`src/sv/thdf_pkg.sv`:
```
package thdf_pkg;

    // Bytes strictly between these two values feed the hash.
    localparam logic [7:0] LOW_EXCL  = 8'h41;
    localparam logic [7:0] HIGH_EXCL = 8'h7A;
    localparam logic [7:0] END_BYTE  = 8'h00;

    localparam int HASH_MULT = 23;

    // The bitmap is stored as rows of WORD_W bits.
    localparam int WORD_SH = 6;
    localparam int WORD_W  = 1 << WORD_SH;

    // Result queue depth: covers the lookup in flight plus two waiting results.
    localparam int OUTQ_DEPTH = 3;
    localparam int OUTQ_CW    = 2;

    typedef struct packed {
        logic clr_busy;
        logic room;
    } t_front_ctl;

endpackage

```
`src/sv/thdf_outq.sv`:
```
module thdf_outq (
    input  logic                          i_clk,
    input  logic                          i_rst_n,
    input  logic                          i_push,
    input  logic                          i_data,
    output logic                          o_out_valid,
    input  logic                          i_out_ready,
    output logic                          o_data,
    output logic [thdf_pkg::OUTQ_CW-1:0]  o_count
);

    localparam int PW = (thdf_pkg::OUTQ_DEPTH > 2) ? $clog2(thdf_pkg::OUTQ_DEPTH) : 1;

    logic                         r_mem [thdf_pkg::OUTQ_DEPTH];
    logic [PW-1:0]                r_wptr;
    logic [PW-1:0]                r_rptr;
    logic [thdf_pkg::OUTQ_CW-1:0] r_count;
    logic                         pop;

    assign o_out_valid = (r_count != '0);
    assign pop         = o_out_valid && i_out_ready;

    always_ff @(posedge i_clk) begin
        if (!i_rst_n) begin
            r_wptr  <= '0;
            r_rptr  <= '0;
            r_count <= '0;
        end else begin
            if (i_push) begin
                r_wptr <= (r_wptr == PW'(thdf_pkg::OUTQ_DEPTH - 1)) ? '0 : r_wptr + 1'b1;
            end
            if (pop) begin
                r_rptr <= (r_rptr == PW'(thdf_pkg::OUTQ_DEPTH - 1)) ? '0 : r_rptr + 1'b1;
            end
            case ({i_push, pop})
                2'b10:   r_count <= r_count + 1'b1;
                2'b01:   r_count <= r_count - 1'b1;
                default: r_count <= r_count;
            endcase
        end
    end

    always_ff @(posedge i_clk) begin
        if (i_push) begin
            r_mem[r_wptr] <= i_data;
        end
    end

    assign o_data  = r_mem[r_rptr];
    assign o_count = r_count;

endmodule

```
`config.mk`:
```
export PLATFORM = sky130hd
export DESIGN_NAME = thdf_outq
export DESIGN_NICKNAME = d
export VERILOG_FILES = /design/src/sv/thdf_pkg.sv /design/src/sv/thdf_outq.sv
export SDC_FILE = /design/constraint.sdc
export NUM_CORES = 1
export LEC_CHECK = 0
export BUFFER_PORTS_ARGS = -buffer_cell sky130_fd_sc_hd__buf_2
export CELL_PAD_IN_SITES_DETAIL_PLACEMENT = 1
export CELL_PAD_IN_SITES_GLOBAL_PLACEMENT = 2
export CORE_MARGIN = 2
export CORE_UTILIZATION = 30
export DETAILED_ROUTE_END_ITERATION = 10
export PLACE_DENSITY = 0.77
export SLEW_MARGIN = 5
export SYNTH_ARGS = -nofsm -noshare
export SYNTH_HDL_FRONTEND = slang
export SYNTH_SLANG_ARGS = --single-unit
```
`constraint.sdc`:
```
create_clock -name i_clk -period 2.1 [get_ports i_clk]
set_clock_uncertainty 0.15 [all_clocks]
set_input_delay 0.42 -clock i_clk [delete_from_list [all_inputs] [get_ports i_clk]]
set_output_delay 0.42 -clock i_clk [all_outputs]
set_load 0.005 [all_outputs]
```
==> metrics.cfg <==
[cts]
ctsRootBufferMaster = clkbuf_4
htree_levels = 1
cts.path.max_buffers = 2
cts_sinks = 11
postCtsSetupBuffers = 0
cts_resized = 0
cts_hold_buf = 0
clock_latency_ns = 0.25
cts_buffers = 3
cts_tree = done
clkTransAtPathRegs_ns = 0.07

[run_status]
status = finished, final reports clean

[logic_synthesis]
synth_commonest_cells = dfxtp_1 (8), nand2_1 (4), a21boi_1 (3), edfxtp_1 (3)
synthArstFlopShare = 0
seq_area_frac_synth = 0.5797
synthesis.nets = 45
synth_top_area_share = 0.3710
synth-seq-cells = 11
synth.most_common_cell = dfxtp_1
yosysWarnings = 0
syn_avg_cell_area_um2 = 11.07
synth_area_um2 = 431.7
synth.area.top_cells = dfxtp_1 (37%), edfxtp_1 (21%), a21boi_1 (5.2%)
synthDistinctLibCells = 21
synth_ff_type = dfxtp_1
synth_edf_count = 3
synth_top_area_cell = dfxtp_1
syn_inst = 39

[routing]
drt_pass1_iterations = 1
post-route-drc-count = 0
drt_wl_total_um = 696
ant_nets = 0
wl_per_cell_um = 10.55
vias = 298
first_iter_violations = 0
viasPerCell = 4.515

[place]
portBuffers = 8
gp_congestion = 0.6165

[sta]
hold_viol_final = 0
drv_slew = 0
fin_tns_setup_ns = 0
setup_viol = 0
relSlewSlack = 0.8074
worstMarginPinSlew_ns = 0.2883
finalCritPeriodShare = 0.8109
rsz0062_at_grt = no
fmax_mhz = 587.2
fin_crit_ns = 1.703

[pwr]
power_switching_w = 0.0001662
p_leak_nw = 0.2095
p_int_w = 0.0004160
p_clk_frac = 0.238
finalPower_w = 0.0005822
seqPwrFrac = 0.497
vdd_ir_drop_max_mv = 0.5363
swShare = 0.2854
p_per_area_nw_per_um2 = 1127
pwr-share-comb = 0.265

[cells_and_area]
area_growth_pct = 19.71
n_fill_cell = 150
diodes = 0
regArea_um2 = 250.2
num-nets-final = 58
final_core_util = 0.3922
drive_gt1_frac = 0.2549
multi_input_area_um2 = 173.9

[worst_setup_path]
cp-start-kind = flip-flop
worstRegToRegCells = 5
worstPathArrival_ns = 1.74
rrSetupSlack_ns = 0.40
end_kind = flip-flop
max_stage_delay_ns = 0.39
required_ns = 2.14
crit_slowest_cell = or3_1
r2r_end = o_count[1]$_SDFFE_PN0P_
crit_type = reg2reg
crit_start = o_count[0]$_SDFFE_PN0P_
r2r-start = o_count[0]$_SDFFE_PN0P_
worstPathCellList = o21ai_2 -> inv_1 -> ha_1 -> or3_1 -> a21boi_1
critPathMaxFanout = 5
crit_end = o_count[1]$_SDFFE_PN0P_

[global_routing]
grt_antenna_before_repair = 0
grt-ovfl-total = 0
grt_max_degree = 7
grt_pass1_vias = 300
grtUsageTotal = 0.09124
grt_pass1_wl_um = 1159

[floorplan]
dieWidth_um = 41.93
rows = 13
die_y_um = 41.93
initial_core_util = 0.3276
core_area_um2 = 1318
dieArea_um2 = 1758
ios = 9

[run]
drv_cap = 0

[min_path]
hp-class = in2reg

==> cell families (layout without fill, tap and decap cells) <==
kind of cell | Yosys count | after routing | synth area share
XOR/XNOR | 2 | 2 | 0.04059
flip-flops | 11 | 11 | 0.5797
AO/OA/AOI/OAI | 8 | 8 | 0.1304
multiplexers | 1 | 1 | 0.02319
buffers and inverters | 2 | 14 | 0.01737
adder cells (fa/ha/maj) | 1 | 1 | 0.02898
AND/OR/NAND/NOR | 14 | 14 | 0.1797
==> how the worst min path moves through the flow <==
stage	slack (ns)	from	cells past startpoint	end
2_1_floorplan	0.30	r_rptr[0]$_SDFFE_PN0N_	2	flip-flop
3_3_place_gp	0.32	r_rptr[1]$_SDFFE_PN0N_	2	r_rptr[1]$_SDFFE_PN0N_
3_5_place_dp	0.33	r_rptr[0]$_SDFFE_PN0N_	2	r_rptr[0]$_SDFFE_PN0N_
4_1_cts	0.20	i_data	1	r_mem[0]$_DFFE_PP_
5_1_grt	0.19	i_data	1	r_mem[1]$_DFFE_PP_
6_report	0.20	i_data	1	r_mem[0]$_DFFE_PP_
==> power by group through the flow <==
stage / Clock (W) / Combinational, W / Sequential, W
after floorplan: 0 / 0.000102 / 0.000290
after global placement: 0 / 0.000148 / 0.000291
after detailed placement: 0 / 0.000158 / 0.000294
after CTS: 0.000143 / 0.000158 / 0.000290
after global routing: 0.000157 / 0.000171 / 0.000296
final: 0.000139 / 0.000154 / 0.000289
==> stage by stage <==
| step | instance area (um2) | worst slack, ns | instances | hold WS [ns] |
|---|---|---|---|---|
| floorplan | 431.7 | 0.4997 | 39 | 0.3010 |
| global placement | 490.5 | 0.4159 | 62 | 0.3234 |
| detailed placement | 490.5 | 0.3504 | 62 | 0.3344 |
| CTS | 516.7 | 0.3762 | 66 | 0.2014 |
| global route | 516.7 | 0.3105 | 66 | 0.1900 |
| finish | 516.7 | 0.3971 | 66 | 0.2047 |
==> cell type report <==
type                       count  area share
clock buffer                   4     0.05085
inverter                       2     0.01453
multi-input combinational     26      0.3366
sequential                    11      0.4843
tap                           15     0.03632
timing repair buffer           8     0.07748
==> cell usage in the layout, fill, tap and decap left out, drive strengths merged, types with 2 or more instances in the layout <==
cell / count
edfxtp: 3
o21ai: 3
nand2: 4
o21a: 2
or3: 2
xnor2: 2
nor2b: 2
buf: 8
dfxtp: 8
a21boi: 3
clkbuf: 4
inv: 2
==> routing by layer <==
layer | share of wire | global-route usage
met2 | 0.55 | 0.1625
met1 | 0.40 | 0.08333
met5 | 0 | 0
met4 | 0 | 0.05806
met3 | 0.040 | 0.03913
==> worst max-delay path: cells and delay by family (launching register included) <==
kind            cells  cell delay, ns
fa+ha+maj           1            0.31
flops               1            0.36
compound gates      2            0.36
simple gates        1            0.39
buf+inv             1            0.07
(Power assumes the default switching activity.)
