[config.mk]
export PLATFORM = sky130hd
export DESIGN_NAME = thdf_front
export DESIGN_NICKNAME = d
export VERILOG_FILES = /design/src/sv/thdf_pkg.sv /design/src/sv/thdf_front.sv
export SDC_FILE = /design/constraint.sdc
export NUM_CORES = 1
export LEC_CHECK = 0
export BUFFER_PORTS_ARGS = -buffer_cell sky130_fd_sc_hd__buf_2
export CAP_MARGIN = 20
export CORE_MARGIN = 3
export CORE_UTILIZATION = 35
export CTS_BUF_LIST = sky130_fd_sc_hd__clkbuf_4 sky130_fd_sc_hd__clkbuf_8 sky130_fd_sc_hd__clkbuf_16
export CTS_CLUSTER_DIAMETER = 40
export DETAILED_ROUTE_END_ITERATION = 12
export GPL_TIMING_DRIVEN = 0
export PLACE_DENSITY = 0.54
export SLEW_MARGIN = 25
export SYNTH_ARGS = -nofsm -noshare
export SYNTH_HDL_FRONTEND = slang
export SYNTH_SLANG_ARGS = --single-unit
[constraint.sdc]
create_clock -name i_clk -period 11 [get_ports i_clk]
set_clock_uncertainty 0.15 [all_clocks]
set_input_delay 2.75 -clock i_clk [delete_from_list [all_inputs] [get_ports i_clk]]
set_output_delay 2.75 -clock i_clk [all_outputs]
set_load 0.05 [all_outputs]
[src/sv/thdf_pkg.sv]
package thdf_pkg;

    // Bytes strictly between these two values feed the hash.
    localparam logic [7:0] LOW_EXCL  = 8'h41;
    localparam logic [7:0] HIGH_EXCL = 8'h7A;
    localparam logic [7:0] END_BYTE  = 8'h00;

    localparam int HASH_MULT = 23;

    // The bitmap is stored as rows of WORD_W bits.
    localparam int WORD_SH = 6;
    localparam int WORD_W  = 1 << WORD_SH;

    // Result queue depth: covers the lookup in flight plus two waiting results.
    localparam int OUTQ_DEPTH = 3;
    localparam int OUTQ_CW    = 2;

    typedef struct packed {
        logic clr_busy;
        logic room;
    } t_front_ctl;

endpackage

[src/sv/thdf_front.sv]
module thdf_front #(
    parameter int TABLE_BITS = 1048576,
    parameter int HASH_W     = $clog2(TABLE_BITS)
) (
    input  logic                i_clk,
    input  logic                i_rst_n,
    input  logic                i_in_valid,
    output logic                o_in_ready,
    input  logic [7:0]          i_doc_byte,
    input  thdf_pkg::t_front_ctl i_ctl,
    output logic                o_fire,
    output logic [HASH_W-1:0]   o_hash
);

    localparam longint unsigned XMAX =
        64'(thdf_pkg::HASH_MULT) * (64'(TABLE_BITS) - 64'd1) + 64'(thdf_pkg::HIGH_EXCL) - 64'd1;
    localparam int X_W  = $clog2(XMAX + 64'd1);
    localparam int QMAX = int'(XMAX / 64'(TABLE_BITS));
    localparam bit POW2 = ((TABLE_BITS & (TABLE_BITS - 1)) == 0);

    logic              r_s1_vld;
    logic [7:0]        r_s1_byte;
    logic [HASH_W-1:0] r_hash;
    logic [HASH_W-1:0] n_hash;
    logic [X_W-1:0]    prod;
    logic [X_W-1:0]    sub;
    logic              s1_end;
    logic              s1_count;
    logic              s1_go;
    logic              accept;

    assign s1_end   = (r_s1_byte == thdf_pkg::END_BYTE);
    assign s1_count = (r_s1_byte > thdf_pkg::LOW_EXCL) && (r_s1_byte < thdf_pkg::HIGH_EXCL);
    // An end byte leaves only when the result queue is sure to have a slot.
    assign s1_go    = r_s1_vld && (!s1_end || i_ctl.room);
    assign o_in_ready = !i_ctl.clr_busy && (!r_s1_vld || s1_go);
    assign accept   = i_in_valid && o_in_ready;

    assign prod = X_W'(r_hash) * X_W'(thdf_pkg::HASH_MULT) + X_W'(r_s1_byte);

    // The sum stays below (QMAX+1)*TABLE_BITS, so the quotient is found by
    // comparing against each multiple in parallel.
    always_comb begin
        sub = '0;
        if (!POW2) begin
            for (int k = 1; k <= QMAX; k++) begin
                if (prod >= X_W'(64'(k) * 64'(TABLE_BITS))) begin
                    sub = X_W'(64'(k) * 64'(TABLE_BITS));
                end
            end
        end
    end

    assign n_hash = HASH_W'(prod - sub);

    always_ff @(posedge i_clk) begin
        if (!i_rst_n) begin
            r_s1_vld <= 1'b0;
            r_hash   <= '0;
        end else begin
            if (accept) begin
                r_s1_vld <= 1'b1;
            end else if (s1_go) begin
                r_s1_vld <= 1'b0;
            end
            if (s1_go) begin
                if (s1_end) begin
                    r_hash <= '0;
                end else if (s1_count) begin
                    r_hash <= n_hash;
                end
            end
        end
    end

    always_ff @(posedge i_clk) begin
        if (accept) begin
            r_s1_byte <= i_doc_byte;
        end
    end

    assign o_fire = s1_go && s1_end;
    assign o_hash = r_hash;

endmodule

==> impl_metrics.py <==
metrics = {
    "global_routing": {
        "grt_busiest_layer": "met2",
        "met1_usage_pct": 19.9,
        "grtUsageMet2_pct": 23.7,
        "overflow": 0,
        "gr-usage-met3_pct": 2.49,
        "grt_pass1_wl_um": 12800,
        "antenna_found_initial": 0,
        "grt_pass1_vias": 2612,
        "track_usage_pct": 14.6,
        "grt_max_degree": 11,
    },
    "critical_path": {
        "r2r_end": "o_hash[15]",
        "critPathArrivalTime_ns": 3.52,
        "r2r_cells": 12,
        "startpoint_type": "input pin",
        "endpoint_kind": "output pin",
        "crit_type": "input pin to output pin",
        "critPathMaxFanout": 4,
        "r2r_slack_ns": 6.63,
        "reg2reg_from": "o_hash[6]",
        "critPathRequiredTime_ns": 8.10,
    },
    "yosys": {
        "ys_ff_latch": 29,
        "syn_area_um2": 3330,
        "synth_top_area_share_pct": 22.8,
        "ys_warn_count": 0,
        "syn_inst": 355,
        "syn_area_per_cell_um2": 9.38,
        "synth_edf_count": 8,
        "ys_seq_area_share_pct": 19.8,
        "synth_largest_area_cell": "fa_1",
        "synthTopCellsByCount": "87 x inv_1, 49 x ha_1, 38 x fa_1",
        "ys_types": 44,
        "syn-num-nets": 455,
        "synth.most_common_cell": "inv_1",
        "ys_async_sr_fraction_pct": 0,
        "synth_ff_type": "dfxtp_1",
        "synth_area_leaders": "fa_1 23%, ha_1 18%, dfxtp_1 13%, inv_1 9.8%, edfxtp_1 7.2%",
    },
    "routing": {
        "final_antenna_net_count": 0,
        "drc": 0,
        "avgViaCountPerCell": 4.89,
        "dr.pass1.iters": 4,
        "avgRoutedWirePerCell_um": 14.1,
        "dr_total_vias": 2556,
        "wirelength_um": 7370,
        "drt_iter0_markers": 98,
    },
    "final_layout": {
        "drive_gt1_share_pct": 12.8,
        "diodes": 0,
        "final-instance-count-excl-fill": 523,
        "final_cell_area_um2": 3750,
        "area_growth_pct": 12.5,
        "nets": 496,
    },
    "cts": {
        "h-tree-depth": 2,
        "clkSlewWorstSetupHoldPaths_ns": 0.06,
        "clock_tree.root_cell": "clkbuf_8",
        "clock_sinks": 29,
        "cts_tree": "done",
        "clkLatencyLatePin_ns": 0.29,
        "cts_resized": 0,
        "cts_setup_buffers": 0,
        "cts_made_buffers": 5,
        "clockBufferDepth": 2,
        "hold_buffers": 0,
    },
    "floorplan": {
        "dieArea_um2": 10700,
        "initial_core_util_pct": 37.1,
        "fp.coreArea_um2": 8980,
        "rows": 34,
        "num_io_pins": 35,
        "die_w_um": 104,
        "die_y_um": 104,
    },
    "power_and_ir_drop": {
        "max-vdd-ir-drop_v": 0.0000712,
        "power_mw": 0.234,
        "power_frac_comb_pct": 12.6,
        "p_switching_mw": 0.0622,
        "intPower_mw": 0.172,
        "leakage_nw": 1.91,
        "powerDensity_nw_per_um2": 62.6,
        "swShare_pct": 26.5,
        "clockPowerShare_pct": 38.7,
        "seqPwrFrac_pct": 48.7,
    },
    "placement": {
        "post_dp_cell_area_um2": 3660,
        "post-place-cells": 515,
        "place_congestion": 0.828,
        "numPortBuffers": 34,
        "dp_hpwl_um": 6100,
    },
    "status": {
        "outcome": "finished clean",
    },
    "sta": {
        "final.period_utilization_pct": 58.4,
        "timing.fmax_mhz": 156,
        "worst_slew_pin_slew_ns": 0.851,
        "setup-tns-final_ns": 0,
        "relSlewSlack_pct": 43.1,
        "finalHoldViolCount": 0,
        "rsz0062_at_grt": "no",
        "setup_viol": 0,
        "period_needed_ns": 6.42,
        "slew_violations": 0,
    },
    "run": {
        "maxCapViolations": 0,
    },
    "min_path": {
        "whs_path_depth": 1,
        "min_to": "o_hash[19]",
        "hold_class": "flop to flop",
        "min-delay-start": "o_hash[19]",
    },
}
==> worst max-delay path, cell delays in order <==
cell and delay, ns:
buf_2 0.10, nand2_1 0.08, nor4_4 0.26, buf_2 0.33
==> layer usage <==
metal | up-vias | routed length, µm
met5 | - | 0
met4 | 0 | 146
met3 | 14 | 296
met2 | 49 | 3420
met1 | 1231 | 3510
li1 | 1262 | -
==> through the flow <==
stage | setup slack (ns) | util, % | hold slack, ns
2_1_floorplan | 4.65 | - | 0.451
3_3_place_gp | 4.55 | 40.8 | 0.346
3_5_place_dp | 4.56 | 40.8 | 0.350
4_1_cts | 4.56 | 41.7 | 0.359
5_1_grt | 4.50 | 41.7 | 0.369
6_report | 4.58 | 41.7 | 0.349
==> area by class of cell <==
class	count	area (µm²)
plain buffers	5	21.3
clock inverters	1	3.75
clock buffers	7	83.8
well taps	126	158
flip-flops and latches	29	661
inverters	87	327
repair buffers	34	170
multi-input cells	234	2320
fillers	932	5230
==> logic make-up (layout without fill, tap and decap cells) <==
group	Yosys count	in the layout	share of synthesized area [%]
mux	1	1	0.301
simple gates	62	62	9.88
xor+xnor	19	19	5.00
compound gates	65	65	13.3
fa+ha+maj	87	87	41.2
buf+inv	92	134	10.4
flops	29	29	19.8
==> worst max path at each step <==
stage / from / end / depth (start not counted)
after floorplan: i_ctl[0] / o_fire / 2
after global placement: i_ctl[0] / o_fire / 4
after detailed placement: i_ctl[0] / o_fire / 4
after CTS: i_ctl[0] / o_fire / 4
after global routing: i_ctl[0] / o_fire / 4
final: i_ctl[0] / o_fire / 4
==> layout by cell type (no fill, tap or decap), drive strengths merged, types with 2 or more instances in the layout <==
master	count
a211oi	2
a21o	5
a21oi	21
a22oi	8
a31o	2
buf	36
clkbuf	10
dfxtp	21
edfxtp	8
fa	38
ha	49
inv	87
nand2	15
nand3	6
nand4	3
nor2	18
nor2b	2
nor3	2
nor4	3
o211ai	3
o21a	2
o21ai	8
o2bb2ai	8
or3	3
or4	4
xnor2	15
xor2	4
==> sequential cells by signal, summed over array words and instances (netlist names) <==
| signal | flops |
|---|---|
| r_s1_vld | 1 |
| o_hash | 20 |
| r_s1_byte | 8 |
==> power by group through the flow <==
| stage | combinational, mW | clock, mW | sequential [mW] |
|---|---|---|---|
| floorplan | 0.0202 | 0 | 0.117 |
| global placement | 0.0290 | 0 | 0.117 |
| detailed placement | 0.0299 | 0 | 0.117 |
| CTS | 0.0299 | 0.0943 | 0.114 |
| global route | 0.0341 | 0.0982 | 0.115 |
| finish | 0.0296 | 0.0907 | 0.114 |
(Power assumes the default switching activity.)
